### src/dms_pkg.sv
`timescale 1ns / 1ps

package dms_pkg;

    // fixed field widths
    localparam int LIGHT_W            = 10;
    localparam int THR_W              = 16;
    localparam int TICK_W             = 8;
    localparam int HYST_W             = 10;
    localparam int CFG_IDX_W          = 3;
    localparam int CFG_DATA_W         = 16;
    localparam int SAMPLE_BITS_DEFAULT = 10;

    // reset and default values
    localparam logic [THR_W-1:0]  DEFAULT_THRESHOLD     = 16'd500;
    localparam logic [THR_W-1:0]  THR_BLANK             = 16'hFFFF;
    localparam logic [TICK_W-1:0] DEFAULT_MOVE_LIMIT    = 8'd60;
    localparam logic [TICK_W-1:0] DEFAULT_RELEASE_LIMIT = 8'd20;
    localparam logic [TICK_W-1:0] DEFAULT_CONFIRM_COUNT = 8'd20;
    localparam logic [HYST_W-1:0] DEFAULT_HYSTERESIS    = 10'd15;
    localparam logic [TICK_W-1:0] TICK_MAX              = 8'hFF;

    // register indexes
    localparam logic [CFG_IDX_W-1:0] CFG_START_THRESHOLD = 3'd0;
    localparam logic [CFG_IDX_W-1:0] CFG_MOVE_LIMIT      = 3'd1;
    localparam logic [CFG_IDX_W-1:0] CFG_RELEASE_LIMIT   = 3'd2;
    localparam logic [CFG_IDX_W-1:0] CFG_CONFIRM_COUNT   = 3'd3;
    localparam logic [CFG_IDX_W-1:0] CFG_HYSTERESIS      = 3'd4;

    typedef enum logic [2:0] {
        ST_ERROR     = 3'd0,
        ST_MOVE_UP   = 3'd1,
        ST_REL_UP    = 3'd2,
        ST_IDLE_UP   = 3'd3,
        ST_MOVE_DOWN = 3'd4,
        ST_REL_DOWN  = 3'd5,
        ST_IDLE_DOWN = 3'd6
    } mode_t;

    typedef enum logic [1:0] {
        DRV_STOP = 2'd0,
        DRV_UP   = 2'd1,
        DRV_DOWN = 2'd2
    } drive_t;

    typedef enum logic [1:0] {
        OP_TICK   = 2'd0,
        OP_UPPER  = 2'd1,
        OP_LOWER  = 2'd2,
        OP_BUTTON = 2'd3
    } opcode_t;

    typedef struct packed {
        opcode_t              opcode;
        logic                 upper_switch;
        logic                 lower_switch;
        logic                 set_pressed;
        logic                 close_pressed;
        logic                 open_pressed;
        logic [LIGHT_W-1:0]   light_sample;
    } item_t;

    typedef struct packed {
        logic [TICK_W-1:0] move_limit;
        logic [TICK_W-1:0] release_limit;
        logic [TICK_W-1:0] confirm_count;
        logic [HYST_W-1:0] hysteresis;
    } cfg_t;

    typedef struct packed {
        logic             valid;
        logic [THR_W-1:0] value;
    } thr_load_t;

    typedef struct packed {
        mode_t             mode;
        drive_t            motor;
        logic [THR_W-1:0]  threshold;
        logic              capture;
        logic [TICK_W-1:0] confirm;
    } result_t;

endpackage

### src/dms_if.sv
`timescale 1ns / 1ps

interface door_in_if #(parameter int SAMPLE_BITS = 10);
    logic                   valid;
    logic                   ready;
    logic [1:0]             opcode;
    logic                   upper_switch;
    logic                   lower_switch;
    logic                   set_pressed;
    logic                   close_pressed;
    logic                   open_pressed;
    logic [SAMPLE_BITS-1:0] light_sample;

    modport source (
        output valid, opcode, upper_switch, lower_switch,
               set_pressed, close_pressed, open_pressed, light_sample,
        input  ready
    );

    modport sink (
        input  valid, opcode, upper_switch, lower_switch,
               set_pressed, close_pressed, open_pressed, light_sample,
        output ready
    );
endinterface

interface door_out_if;
    logic        valid;
    logic        ready;
    logic [2:0]  door_state;
    logic [1:0]  motor_drive;
    logic [15:0] threshold_now;
    logic        capture_armed;
    logic [7:0]  confirm_ticks;

    modport source (
        output valid, door_state, motor_drive, threshold_now,
               capture_armed, confirm_ticks,
        input  ready
    );

    modport sink (
        input  valid, door_state, motor_drive, threshold_now,
               capture_armed, confirm_ticks,
        output ready
    );
endinterface

### src/dms_cfg_regs.sv
`timescale 1ns / 1ps

module dms_cfg_regs
    import dms_pkg::*;
(
    input  logic                  clk,
    input  logic                  rst_n,
    input  logic                  cfg_we,
    input  logic [CFG_IDX_W-1:0]  cfg_index,
    input  logic [CFG_DATA_W-1:0] cfg_data,
    output cfg_t                  cfg,
    output thr_load_t             thr_load
);

    cfg_t cfg_reg;
    cfg_t cfg_next;

    always_comb
    begin
        cfg_next = cfg_reg;
        if (cfg_we)
        begin
            case (cfg_index)
                CFG_MOVE_LIMIT:    cfg_next.move_limit    = cfg_data[TICK_W-1:0];
                CFG_RELEASE_LIMIT: cfg_next.release_limit = cfg_data[TICK_W-1:0];
                CFG_CONFIRM_COUNT: cfg_next.confirm_count = cfg_data[TICK_W-1:0];
                CFG_HYSTERESIS:    cfg_next.hysteresis    = cfg_data[HYST_W-1:0];
                default:           cfg_next = cfg_reg;
            endcase
        end
    end

    always_ff @(posedge clk or negedge rst_n)
    begin
        if (!rst_n)
        begin
            cfg_reg.move_limit    <= DEFAULT_MOVE_LIMIT;
            cfg_reg.release_limit <= DEFAULT_RELEASE_LIMIT;
            cfg_reg.confirm_count <= DEFAULT_CONFIRM_COUNT;
            cfg_reg.hysteresis    <= DEFAULT_HYSTERESIS;
        end
        else
        begin
            cfg_reg <= cfg_next;
        end
    end

    // threshold write goes straight into the working threshold
    always_comb
    begin
        thr_load.valid = cfg_we && (cfg_index == CFG_START_THRESHOLD);
        if (cfg_data[THR_W-1:0] == '0 || cfg_data[THR_W-1:0] == THR_BLANK)
            thr_load.value = DEFAULT_THRESHOLD;
        else
            thr_load.value = cfg_data[THR_W-1:0];
    end

    assign cfg = cfg_reg;

endmodule

### src/dms_seq.sv
`timescale 1ns / 1ps

module dms_seq
    import dms_pkg::*;
(
    input  logic      clk,
    input  logic      rst_n,
    input  logic      fire,
    input  item_t     item,
    input  cfg_t      cfg,
    input  thr_load_t thr_load,
    output result_t   result,
    output mode_t     mode_now
);

    typedef struct packed {
        mode_t             mode;
        logic              entry_pending;
        drive_t            motor;
        logic [TICK_W-1:0] travel;
        logic [TICK_W-1:0] release_cnt;
        logic [TICK_W-1:0] light;
    } run_t;

    run_t             run_reg;
    run_t             run_next;
    logic             first_reg;
    logic             first_next;
    logic [THR_W-1:0] thr_reg;
    logic [THR_W-1:0] thr_next;
    logic             cap_reg;
    logic             cap_next;
    logic             light_cond;
    logic [THR_W-1:0] sample_ext;

    function automatic logic [TICK_W-1:0] sat_inc(logic [TICK_W-1:0] v);
        return (v == TICK_MAX) ? v : v + TICK_W'(1);
    endfunction

    function automatic run_t do_entry(run_t s, logic up_sw, logic low_sw);
        run_t r;
        r = s;
        if (s.entry_pending)
        begin
            r.entry_pending = 1'b0;
            case (s.mode)
                ST_MOVE_UP, ST_MOVE_DOWN:
                begin
                    if (up_sw || low_sw)
                    begin
                        // end stop still pressed when a move begins
                        r.mode  = ST_ERROR;
                        r.motor = DRV_STOP;
                    end
                    else
                    begin
                        r.motor  = (s.mode == ST_MOVE_UP) ? DRV_UP : DRV_DOWN;
                        r.travel = '0;
                    end
                end
                ST_REL_UP:
                begin
                    r.motor       = DRV_DOWN;
                    r.release_cnt = '0;
                end
                ST_REL_DOWN:
                begin
                    r.motor       = DRV_UP;
                    r.release_cnt = '0;
                end
                ST_IDLE_UP, ST_IDLE_DOWN:
                begin
                    r.motor = DRV_STOP;
                    r.light = '0;
                end
                default:
                begin
                    r.mode  = ST_ERROR;
                    r.motor = DRV_STOP;
                end
            endcase
        end
        return r;
    endfunction

    assign sample_ext = THR_W'(item.light_sample);

    always_comb
    begin
        run_next   = run_reg;
        thr_next   = thr_reg;
        cap_next   = cap_reg;
        first_next = 1'b0;
        light_cond = 1'b0;

        // power-on release
        if (first_reg && item.upper_switch)
        begin
            run_next.mode          = ST_REL_UP;
            run_next.entry_pending = 1'b1;
        end

        case (item.opcode)
            OP_UPPER:
            begin
                if (run_next.mode == ST_MOVE_UP && item.upper_switch)
                begin
                    run_next.mode          = ST_REL_UP;
                    run_next.entry_pending = 1'b1;
                end
                else if (run_next.mode == ST_REL_UP && !item.upper_switch)
                begin
                    run_next.mode          = ST_IDLE_UP;
                    run_next.entry_pending = 1'b1;
                end
            end
            OP_LOWER:
            begin
                if (run_next.mode == ST_MOVE_DOWN && item.lower_switch)
                begin
                    run_next.mode          = ST_REL_DOWN;
                    run_next.entry_pending = 1'b1;
                end
                else if (run_next.mode == ST_REL_DOWN && !item.lower_switch)
                begin
                    run_next.mode          = ST_IDLE_DOWN;
                    run_next.entry_pending = 1'b1;
                end
            end
            OP_BUTTON:
            begin
                // set hides the other buttons even when it does nothing
                if (item.set_pressed)
                begin
                    if (run_next.mode == ST_IDLE_UP || run_next.mode == ST_IDLE_DOWN)
                        cap_next = 1'b1;
                end
                else if (item.close_pressed)
                begin
                    if (run_next.mode == ST_IDLE_UP)
                    begin
                        run_next.mode          = ST_MOVE_DOWN;
                        run_next.entry_pending = 1'b1;
                    end
                end
                else if (item.open_pressed)
                begin
                    if (run_next.mode == ST_IDLE_DOWN)
                    begin
                        run_next.mode          = ST_MOVE_UP;
                        run_next.entry_pending = 1'b1;
                    end
                end
            end
            default:
            begin
            end
        endcase

        run_next = do_entry(run_next, item.upper_switch, item.lower_switch);

        if (item.opcode == OP_TICK)
        begin
            case (run_next.mode)
                ST_ERROR:
                begin
                end
                ST_MOVE_UP, ST_MOVE_DOWN:
                begin
                    run_next.travel = sat_inc(run_next.travel);
                    if (run_next.travel > cfg.move_limit)
                    begin
                        run_next.mode  = ST_ERROR;
                        run_next.motor = DRV_STOP;
                    end
                end
                ST_REL_UP, ST_REL_DOWN:
                begin
                    run_next.release_cnt = sat_inc(run_next.release_cnt);
                    if (run_next.release_cnt > cfg.release_limit)
                    begin
                        run_next.mode  = ST_ERROR;
                        run_next.motor = DRV_STOP;
                    end
                end
                ST_IDLE_UP, ST_IDLE_DOWN:
                begin
                    if (cap_next)
                    begin
                        thr_next = sample_ext;
                        cap_next = 1'b0;
                    end
                    // closing needs darker than threshold, opening brighter plus hysteresis
                    if (run_next.mode == ST_IDLE_UP)
                        light_cond = sample_ext < thr_next;
                    else
                        light_cond = (THR_W+1)'(sample_ext) >
                                     ((THR_W+1)'(thr_next) + (THR_W+1)'(cfg.hysteresis));
                    run_next.light = light_cond ? sat_inc(run_next.light) : '0;
                    if (run_next.light > cfg.confirm_count)
                    begin
                        run_next.mode = (run_next.mode == ST_IDLE_UP) ? ST_MOVE_DOWN
                                                                      : ST_MOVE_UP;
                        run_next.entry_pending = 1'b1;
                    end
                end
                default:
                begin
                    run_next.mode          = ST_ERROR;
                    run_next.motor         = DRV_STOP;
                    run_next.entry_pending = 1'b0;
                end
            endcase
            run_next = do_entry(run_next, item.upper_switch, item.lower_switch);
        end
    end

    always_ff @(posedge clk or negedge rst_n)
    begin
        if (!rst_n)
        begin
            run_reg.mode          <= ST_MOVE_UP;
            run_reg.entry_pending <= 1'b1;
            run_reg.motor         <= DRV_STOP;
            run_reg.travel        <= '0;
            run_reg.release_cnt   <= '0;
            run_reg.light         <= '0;
            first_reg             <= 1'b1;
            cap_reg               <= 1'b0;
            thr_reg               <= DEFAULT_THRESHOLD;
        end
        else
        begin
            if (fire)
            begin
                run_reg   <= run_next;
                first_reg <= first_next;
                cap_reg   <= cap_next;
            end
            if (thr_load.valid)
                thr_reg <= thr_load.value;
            else if (fire)
                thr_reg <= thr_next;
        end
    end

    always_comb
    begin
        result.mode      = run_next.mode;
        result.motor     = run_next.motor;
        result.threshold = thr_next;
        result.capture   = cap_next;
        result.confirm   = run_next.light;
    end

    assign mode_now = run_reg.mode;

endmodule

### src/door_motor_sequencer_top.sv
`timescale 1ns / 1ps

// Door motor sequencer: steps the motor through error, moving up, releasing
// up, idle up, moving down, releasing down and idle down, driven by ticks,
// limit-switch changes and button changes, and returns one result item per
// input item (state, motor command, working threshold, capture flag and the
// light confirmation count). It takes one item per clock cycle unless the
// result side stalls; each item is held in the input register and is folded
// into the state in the combinational update that loads the result register,
// from which its result is then offered. The input side keeps
// accepting while a result waits, as long as the result register frees up
// in the same cycle. Configuration writes take effect on the next edge and
// belong to periods when no item is in flight; writing the start threshold
// reloads the working threshold (0 or all ones select 500).
module door_motor_sequencer_top
    import dms_pkg::*;
#(
    parameter int SAMPLE_BITS = SAMPLE_BITS_DEFAULT
)
(
    input  logic                  clk,
    input  logic                  rst_n,
    door_in_if.sink               in_ch,
    door_out_if.source            out_ch,
    input  logic                  cfg_we,
    input  logic [CFG_IDX_W-1:0]  cfg_index,
    input  logic [CFG_DATA_W-1:0] cfg_data
);

    // input register
    logic    in_valid_reg;
    logic    in_valid_next;
    item_t   in_item_reg;
    item_t   in_item_next;
    item_t   in_item_bus;

    // light sample at the width the input channel carries
    logic [SAMPLE_BITS-1:0] sample_raw;

    // result register
    logic    out_valid_reg;
    logic    out_valid_next;
    result_t out_item_reg;
    result_t out_item_next;

    logic      fire;
    cfg_t      cfg;
    thr_load_t thr_load;
    result_t   step_result;
    mode_t     mode_now;

    // state update happens when the held item can move into a free result slot
    assign fire        = in_valid_reg && (!out_valid_reg || out_ch.ready);
    assign in_ch.ready = !in_valid_reg || fire;

    assign sample_raw = in_ch.light_sample;

    // only the low sample bits carry the light reading
    always_comb
    begin
        in_item_bus.opcode        = opcode_t'(in_ch.opcode);
        in_item_bus.upper_switch  = in_ch.upper_switch;
        in_item_bus.lower_switch  = in_ch.lower_switch;
        in_item_bus.set_pressed   = in_ch.set_pressed;
        in_item_bus.close_pressed = in_ch.close_pressed;
        in_item_bus.open_pressed  = in_ch.open_pressed;
        in_item_bus.light_sample  = LIGHT_W'(sample_raw);
    end

    always_comb
    begin
        in_valid_next = in_valid_reg;
        in_item_next  = in_item_reg;
        if (in_ch.ready)
        begin
            in_valid_next = in_ch.valid;
            in_item_next  = in_item_bus;
        end

        out_valid_next = out_valid_reg;
        out_item_next  = out_item_reg;
        if (fire)
        begin
            out_valid_next = 1'b1;
            out_item_next  = step_result;
        end
        else if (out_ch.ready)
        begin
            out_valid_next = 1'b0;
        end
    end

    always_ff @(posedge clk or negedge rst_n)
    begin
        if (!rst_n)
        begin
            in_valid_reg  <= 1'b0;
            out_valid_reg <= 1'b0;
        end
        else
        begin
            in_valid_reg  <= in_valid_next;
            out_valid_reg <= out_valid_next;
        end
    end

    // payload registers, no reset
    always_ff @(posedge clk)
    begin
        in_item_reg  <= in_item_next;
        out_item_reg <= out_item_next;
    end

    dms_cfg_regs u_cfg (
        .clk      (clk),
        .rst_n    (rst_n),
        .cfg_we   (cfg_we),
        .cfg_index(cfg_index),
        .cfg_data (cfg_data),
        .cfg      (cfg),
        .thr_load (thr_load)
    );

    dms_seq u_seq (
        .clk     (clk),
        .rst_n   (rst_n),
        .fire    (fire),
        .item    (in_item_reg),
        .cfg     (cfg),
        .thr_load(thr_load),
        .result  (step_result),
        .mode_now(mode_now)
    );

    assign out_ch.valid         = out_valid_reg;
    assign out_ch.door_state    = out_item_reg.mode;
    assign out_ch.motor_drive   = out_item_reg.motor;
    assign out_ch.threshold_now = out_item_reg.threshold;
    assign out_ch.capture_armed = out_item_reg.capture;
    assign out_ch.confirm_ticks = out_item_reg.confirm;

`ifndef SYNTH
    // error is terminal
    a_error_sticky: assert property (@(posedge clk) disable iff (!rst_n)
        mode_now == ST_ERROR |=> mode_now == ST_ERROR)
        else $error("left error state");

    // motor stopped in error and idle states
    a_stop_when_parked: assert property (@(posedge clk) disable iff (!rst_n)
        out_valid_reg && (out_item_reg.mode == ST_ERROR ||
                          out_item_reg.mode == ST_IDLE_UP ||
                          out_item_reg.mode == ST_IDLE_DOWN)
        |-> out_item_reg.motor == DRV_STOP)
        else $error("motor running while parked");

    // moving states drive in their own direction
    a_move_direction: assert property (@(posedge clk) disable iff (!rst_n)
        out_valid_reg && (out_item_reg.mode == ST_MOVE_UP ||
                          out_item_reg.mode == ST_MOVE_DOWN)
        |-> out_item_reg.motor == ((out_item_reg.mode == ST_MOVE_UP) ? DRV_UP : DRV_DOWN))
        else $error("motor direction does not match move state");

    // a stalled result is never overwritten
    a_no_overwrite: assert property (@(posedge clk) disable iff (!rst_n)
        out_valid_reg && !out_ch.ready |-> !fire)
        else $error("result register overwritten while stalled");
`endif

endmodule

### src/flat_wrapper.sv
// flat-port wrapper written by rule: the top's interface ports become plain ports
module door_motor_sequencer_top_flat import dms_pkg::*;
#(
    parameter int SAMPLE_BITS = SAMPLE_BITS_DEFAULT
)
  (clk, rst_n, cfg_we, cfg_index, cfg_data, in_ch_valid, in_ch_opcode, in_ch_upper_switch, in_ch_lower_switch, in_ch_set_pressed, in_ch_close_pressed, in_ch_open_pressed, in_ch_light_sample, in_ch_ready, out_ch_valid, out_ch_door_state, out_ch_motor_drive, out_ch_threshold_now, out_ch_capture_armed, out_ch_confirm_ticks, out_ch_ready);
  door_in_if #(.SAMPLE_BITS(SAMPLE_BITS)) in_ch_i ();
  door_out_if out_ch_i ();
  input  logic clk;
  input  logic rst_n;
  input  logic cfg_we;
  input  logic [CFG_IDX_W-1:0] cfg_index;
  input  logic [CFG_DATA_W-1:0] cfg_data;
  input wire logic [$bits(in_ch_i.valid)-1:0] in_ch_valid;
  input wire logic [$bits(in_ch_i.opcode)-1:0] in_ch_opcode;
  input wire logic [$bits(in_ch_i.upper_switch)-1:0] in_ch_upper_switch;
  input wire logic [$bits(in_ch_i.lower_switch)-1:0] in_ch_lower_switch;
  input wire logic [$bits(in_ch_i.set_pressed)-1:0] in_ch_set_pressed;
  input wire logic [$bits(in_ch_i.close_pressed)-1:0] in_ch_close_pressed;
  input wire logic [$bits(in_ch_i.open_pressed)-1:0] in_ch_open_pressed;
  input wire logic [$bits(in_ch_i.light_sample)-1:0] in_ch_light_sample;
  output wire logic [$bits(in_ch_i.ready)-1:0] in_ch_ready;
  output wire logic [$bits(out_ch_i.valid)-1:0] out_ch_valid;
  output wire logic [$bits(out_ch_i.door_state)-1:0] out_ch_door_state;
  output wire logic [$bits(out_ch_i.motor_drive)-1:0] out_ch_motor_drive;
  output wire logic [$bits(out_ch_i.threshold_now)-1:0] out_ch_threshold_now;
  output wire logic [$bits(out_ch_i.capture_armed)-1:0] out_ch_capture_armed;
  output wire logic [$bits(out_ch_i.confirm_ticks)-1:0] out_ch_confirm_ticks;
  input wire logic [$bits(out_ch_i.ready)-1:0] out_ch_ready;
  assign in_ch_i.valid = in_ch_valid;
  assign in_ch_i.opcode = in_ch_opcode;
  assign in_ch_i.upper_switch = in_ch_upper_switch;
  assign in_ch_i.lower_switch = in_ch_lower_switch;
  assign in_ch_i.set_pressed = in_ch_set_pressed;
  assign in_ch_i.close_pressed = in_ch_close_pressed;
  assign in_ch_i.open_pressed = in_ch_open_pressed;
  assign in_ch_i.light_sample = in_ch_light_sample;
  assign in_ch_ready = in_ch_i.ready;
  assign out_ch_valid = out_ch_i.valid;
  assign out_ch_door_state = out_ch_i.door_state;
  assign out_ch_motor_drive = out_ch_i.motor_drive;
  assign out_ch_threshold_now = out_ch_i.threshold_now;
  assign out_ch_capture_armed = out_ch_i.capture_armed;
  assign out_ch_confirm_ticks = out_ch_i.confirm_ticks;
  assign out_ch_i.ready = out_ch_ready;
  door_motor_sequencer_top #(.SAMPLE_BITS(SAMPLE_BITS)) u_core (.clk(clk), .rst_n(rst_n), .in_ch(in_ch_i), .out_ch(out_ch_i), .cfg_we(cfg_we), .cfg_index(cfg_index), .cfg_data(cfg_data));
endmodule
### config.mk
export PLATFORM = sky130hd
export DESIGN_NAME = door_motor_sequencer_top_flat
export DESIGN_NICKNAME = d
export VERILOG_FILES = /design/src/dms_pkg.sv /design/src/dms_if.sv /design/src/dms_cfg_regs.sv /design/src/dms_seq.sv /design/src/door_motor_sequencer_top.sv /design/src/flat_wrapper.sv
export SDC_FILE = /design/constraint.sdc
export NUM_CORES = 1
export LEC_CHECK = 0
export BUFFER_PORTS_ARGS = -buffer_cell sky130_fd_sc_hd__buf_2
export CORE_AREA = 2 2 148 136
export CTS_CLUSTER_DIAMETER = 120
export CTS_CLUSTER_SIZE = 10
export DETAILED_ROUTE_END_ITERATION = 12
export DIE_AREA = 0 0 150 138
export GPL_ROUTABILITY_DRIVEN = 1
export SYNTH_ARGS = -nofsm -noshare
export SYNTH_HDL_FRONTEND = slang
export SYNTH_SLANG_ARGS = --single-unit
### constraint.sdc
create_clock -name clk -period 8.1 [get_ports clk]
set_input_delay 0 -clock clk [delete_from_list [all_inputs] [get_ports clk]]
set_output_delay 0 -clock clk [all_outputs]
set_load 0.05 [all_outputs]
==> impl_metrics.json <==
{
  "synth_top_flop_cell": "dfrtp_1",
  "grt_pass1_wl_mm": 37.0,
  "fill_cells": 1864,
  "post_cts_buffers": 0,
  "synth_cell_types": 80,
  "clk_pin_slew_ns": 0.06,
  "whs_ns": 0.0497,
  "grt_antenna_before_repair": 0,
  "slowest_delay_ns": 0.73,
  "synth_top_area_cell": "dfrtp_1",
  "clkLatencyLatePin_ns": 0.43,
  "powerDensity_nw_per_um2": 318,
  "place_area_sq_um": 9070,
  "ant_nets": 0,
  "final-hold-violation-count": 0,
  "min_path_type": "input port to asynchronous set/reset pin",
  "rsz0062_at_grt": "false",
  "r2r-start": "u_core.u_seq.mode_now[0]",
  "top_layer_used": "met4",
  "synth_top_area_frac": 0.186,
  "yosysWarnings": 0,
  "synth_area_leaders": "dfrtp_1 (19%), edfxtp_1 (17%), ha_1 (8.3%)",
  "ir_drop_mv": 0.164,
  "std_cell_rows": 49,
  "synthesis.instances": 900,
  "r2r_cells": 31,
  "max_freq_mhz": 134,
  "setup_viol": 0,
  "start_kind": "register",
  "leakagePower_nw": 4.16,
  "dp_worst_setup_slack_ns": 0.532,
  "worstPathMaxFanout": 20,
  "period_minus_slack_ns": 7.45,
  "nNetsFinal": 1097,
  "wl_met3_um": 915,
  "reg2reg_slack_ns": 0.65,
  "grt_overflow_total": 0,
  "numCtsBuffers": 17,
  "post_synth.cell_area_avg_sq_um": 9.43,
  "fp.dieW_um": 150,
  "post-route-period-util": 0.920,
  "initial_core_util": 0.438,
  "design_area_sq_um": 10000,
  "route.met2.wl_mm": 10.9,
  "drc": 0,
  "largest_reg_flops": 34,
  "fin_ws_ns": 0.646,
  "grt_max_degree": 59,
  "detailedRoute.firstIterationViolations": 434,
  "max_cap_viol_count": 0,
  "fin_tns_setup_ns": 0,
  "synth_commonest_cells": "nand2_1 (81), o21ai_0 (76), nor2_1 (65), dfrtp_1 (63), ha_1 (56)",
  "maxSlewHeadroom": 0.352,
  "cpMaxStageDelayCell": "dfstp_2",
  "gp_congestion": 0.856,
  "grt.total_usage": 0.228,
  "critPathKind": "register to register",
  "wirelength_met1_mm": 10.5,
  "grt_pass1_vias": 7014,
  "required_ns": 8.47,
  "cts_root_buf": "clkbuf_16",
  "drive_above_1_share": 0.202,
  "ys_ff_latch": 130,
  "totalWireLength_mm": 22.8,
  "synth_async_sr_flop_share": 0.638,
  "reg2reg_to": "u_core.u_seq.run_reg[25]",
  "die-area_sq_um": 20700,
  "worst_setup_path_end_kind": "register",
  "syn_area_sq_um": 8480,
  "status": "finished clean",
  "die_h_um": 138,
  "synth_enable_flop_cells": 47,
  "cts_tree": "done",
  "cts_sinks": 130,
  "htree_levels": 4,
  "port_buffers": 72,
  "hpwl_mm": 16.3,
  "wl_per_cell_um": 18.0,
  "cts_buffer_depth": 2,
  "coreArea_sq_um": 19400,
  "drt-pass1-iter-count": 5,
  "ys_seq_area_frac": 0.414,
  "yosysMostFrequentCell": "nand2_1",
  "pin_count": 73,
  "worstSetupEndpoint": "u_core.u_seq.run_reg[25]",
  "area_growth_pct": 18.0,
  "antenna_cells": 0,
  "arrival_ns": 7.82,
  "worst_pin_slew_ns": 0.969,
  "synth_nets": 998,
  "startpoint": "u_core.u_seq.mode_now[0]",
  "slew_viol_final": 0,
  "num_vias": 7269,
  "skew_ns": 0.0103,
  "vias_per_cell": 5.74
}
==> metal layers <==
metal / vias to the layer above / track usage
met2: 189 / 0.368
met5: - / 0
met4: 0 / 0.0730
li1: 3540 / -
met1: 3502 / 0.308
met3: 38 / 0.0446
==> critical path, delay by kind of cell, from the launching register on <==
family	cells	cell delay, ns
AOI/OAI and AO/OA	12	2.66
and+or+nand+nor	9	1.30
muxes	3	0.96
adders and majority gates	3	0.88
DFF	1	0.73
buffers and inverters	2	0.51
xor gates and xnor gates	2	0.34
==> metrics by stage <==
| step | cells | utilization | power [mW] |
|---|---|---|---|
| final | 1267 | 0.517 | 3.18 |
| after global routing | 1267 | 0.517 | 3.43 |
| after CTS | 1267 | 0.516 | 3.18 |
| after detailed placement | 1199 | 0.468 | 2.41 |
| after global placement | 1199 | 0.468 | 2.39 |
| after floorplan | 900 | - | 2.06 |
==> cell type report <==
| class | instances | area, sq um | share of cell area |
|---|---|---|---|
| clock buffer | 19 | 443 | 0.0442 |
| clock inverter | 13 | 124 | 0.0124 |
| timing repair buffer | 121 | 821 | 0.0820 |
| inverter | 54 | 203 | 0.0202 |
| tap | 255 | 319 | 0.0319 |
| sequential | 130 | 3510 | 0.351 |
| multi-input combinational | 675 | 4590 | 0.458 |
==> cells in the final DEF, fill, tap and decap left out, types with 4 or more instances in the layout <==
master          n
a211oi_1        9
a31oi_1         8
dfrtp_1        63
edfxtp_1       47
nand4_1        23
dlygate4sd3_1  36
o21a_1          8
a21o_1          6
o21ai_0        75
dfstp_2        20
ha_1           56
clkbuf_16      17
xor2_1         11
a31o_2          4
o31ai_1         7
or2_2           6
o211ai_1        8
a21oi_1        53
o221ai_1        4
inv_1          53
nand3b_1        5
nor2b_1        17
buf_2          71
and4_1          6
nand3_1        35
nand2_1        81
xnor2_1         6
mux2_2         38
and3_1          4
a22o_1         15
o21ai_1         4
buf_4          14
nor4_1          9
nand2b_1       12
nor3_1         18
inv_6           6
nor2_1         65
and2_1          6
==> power by group <==
part           switching, mW  internal (mW)  total (mW)  leakage, nW
combinational          0.890          0.586        1.48         2.45
sequential             0.112          0.850       0.962         1.43
clock                  0.311          0.435       0.746        0.272
==> logic make-up after synthesis <==
group           Yosys count  synth area share
simple gates            312             0.188
compound gates          247             0.193
flops                   130             0.414
buf+inv                  95            0.0466
fa+ha+maj                57            0.0849
mux                      42            0.0556
xor+xnor                 17            0.0175
==> repair_timing <==
| item | 4_1_cts | 5_1_grt |
|---|---|---|
| hold buffers | 36 | 0 |
| gates resized for setup | 0 | 4 |
| hold endpoints to repair | 88 | 0 |
| endpoints found under the setup margin | 0 | 7 |
==> worst min-delay path by stage <==
stage	start	end	slack [ns]	depth (start not counted)
2_1_floorplan	rst_n	u_core.in_valid_reg	-0.30	0
3_3_place_gp	rst_n	u_core.u_seq.mode_now[1]	-0.04	1
3_5_place_dp	rst_n	u_core.u_seq.mode_now[1]	-0.04	1
4_1_cts	rst_n	u_core.u_seq.mode_now[1]	0.06	2
5_1_grt	rst_n	u_core.u_seq.mode_now[1]	0.10	2
6_report	rst_n	u_core.u_seq.mode_now[1]	0.05	2
(Power assumes the default switching activity.)
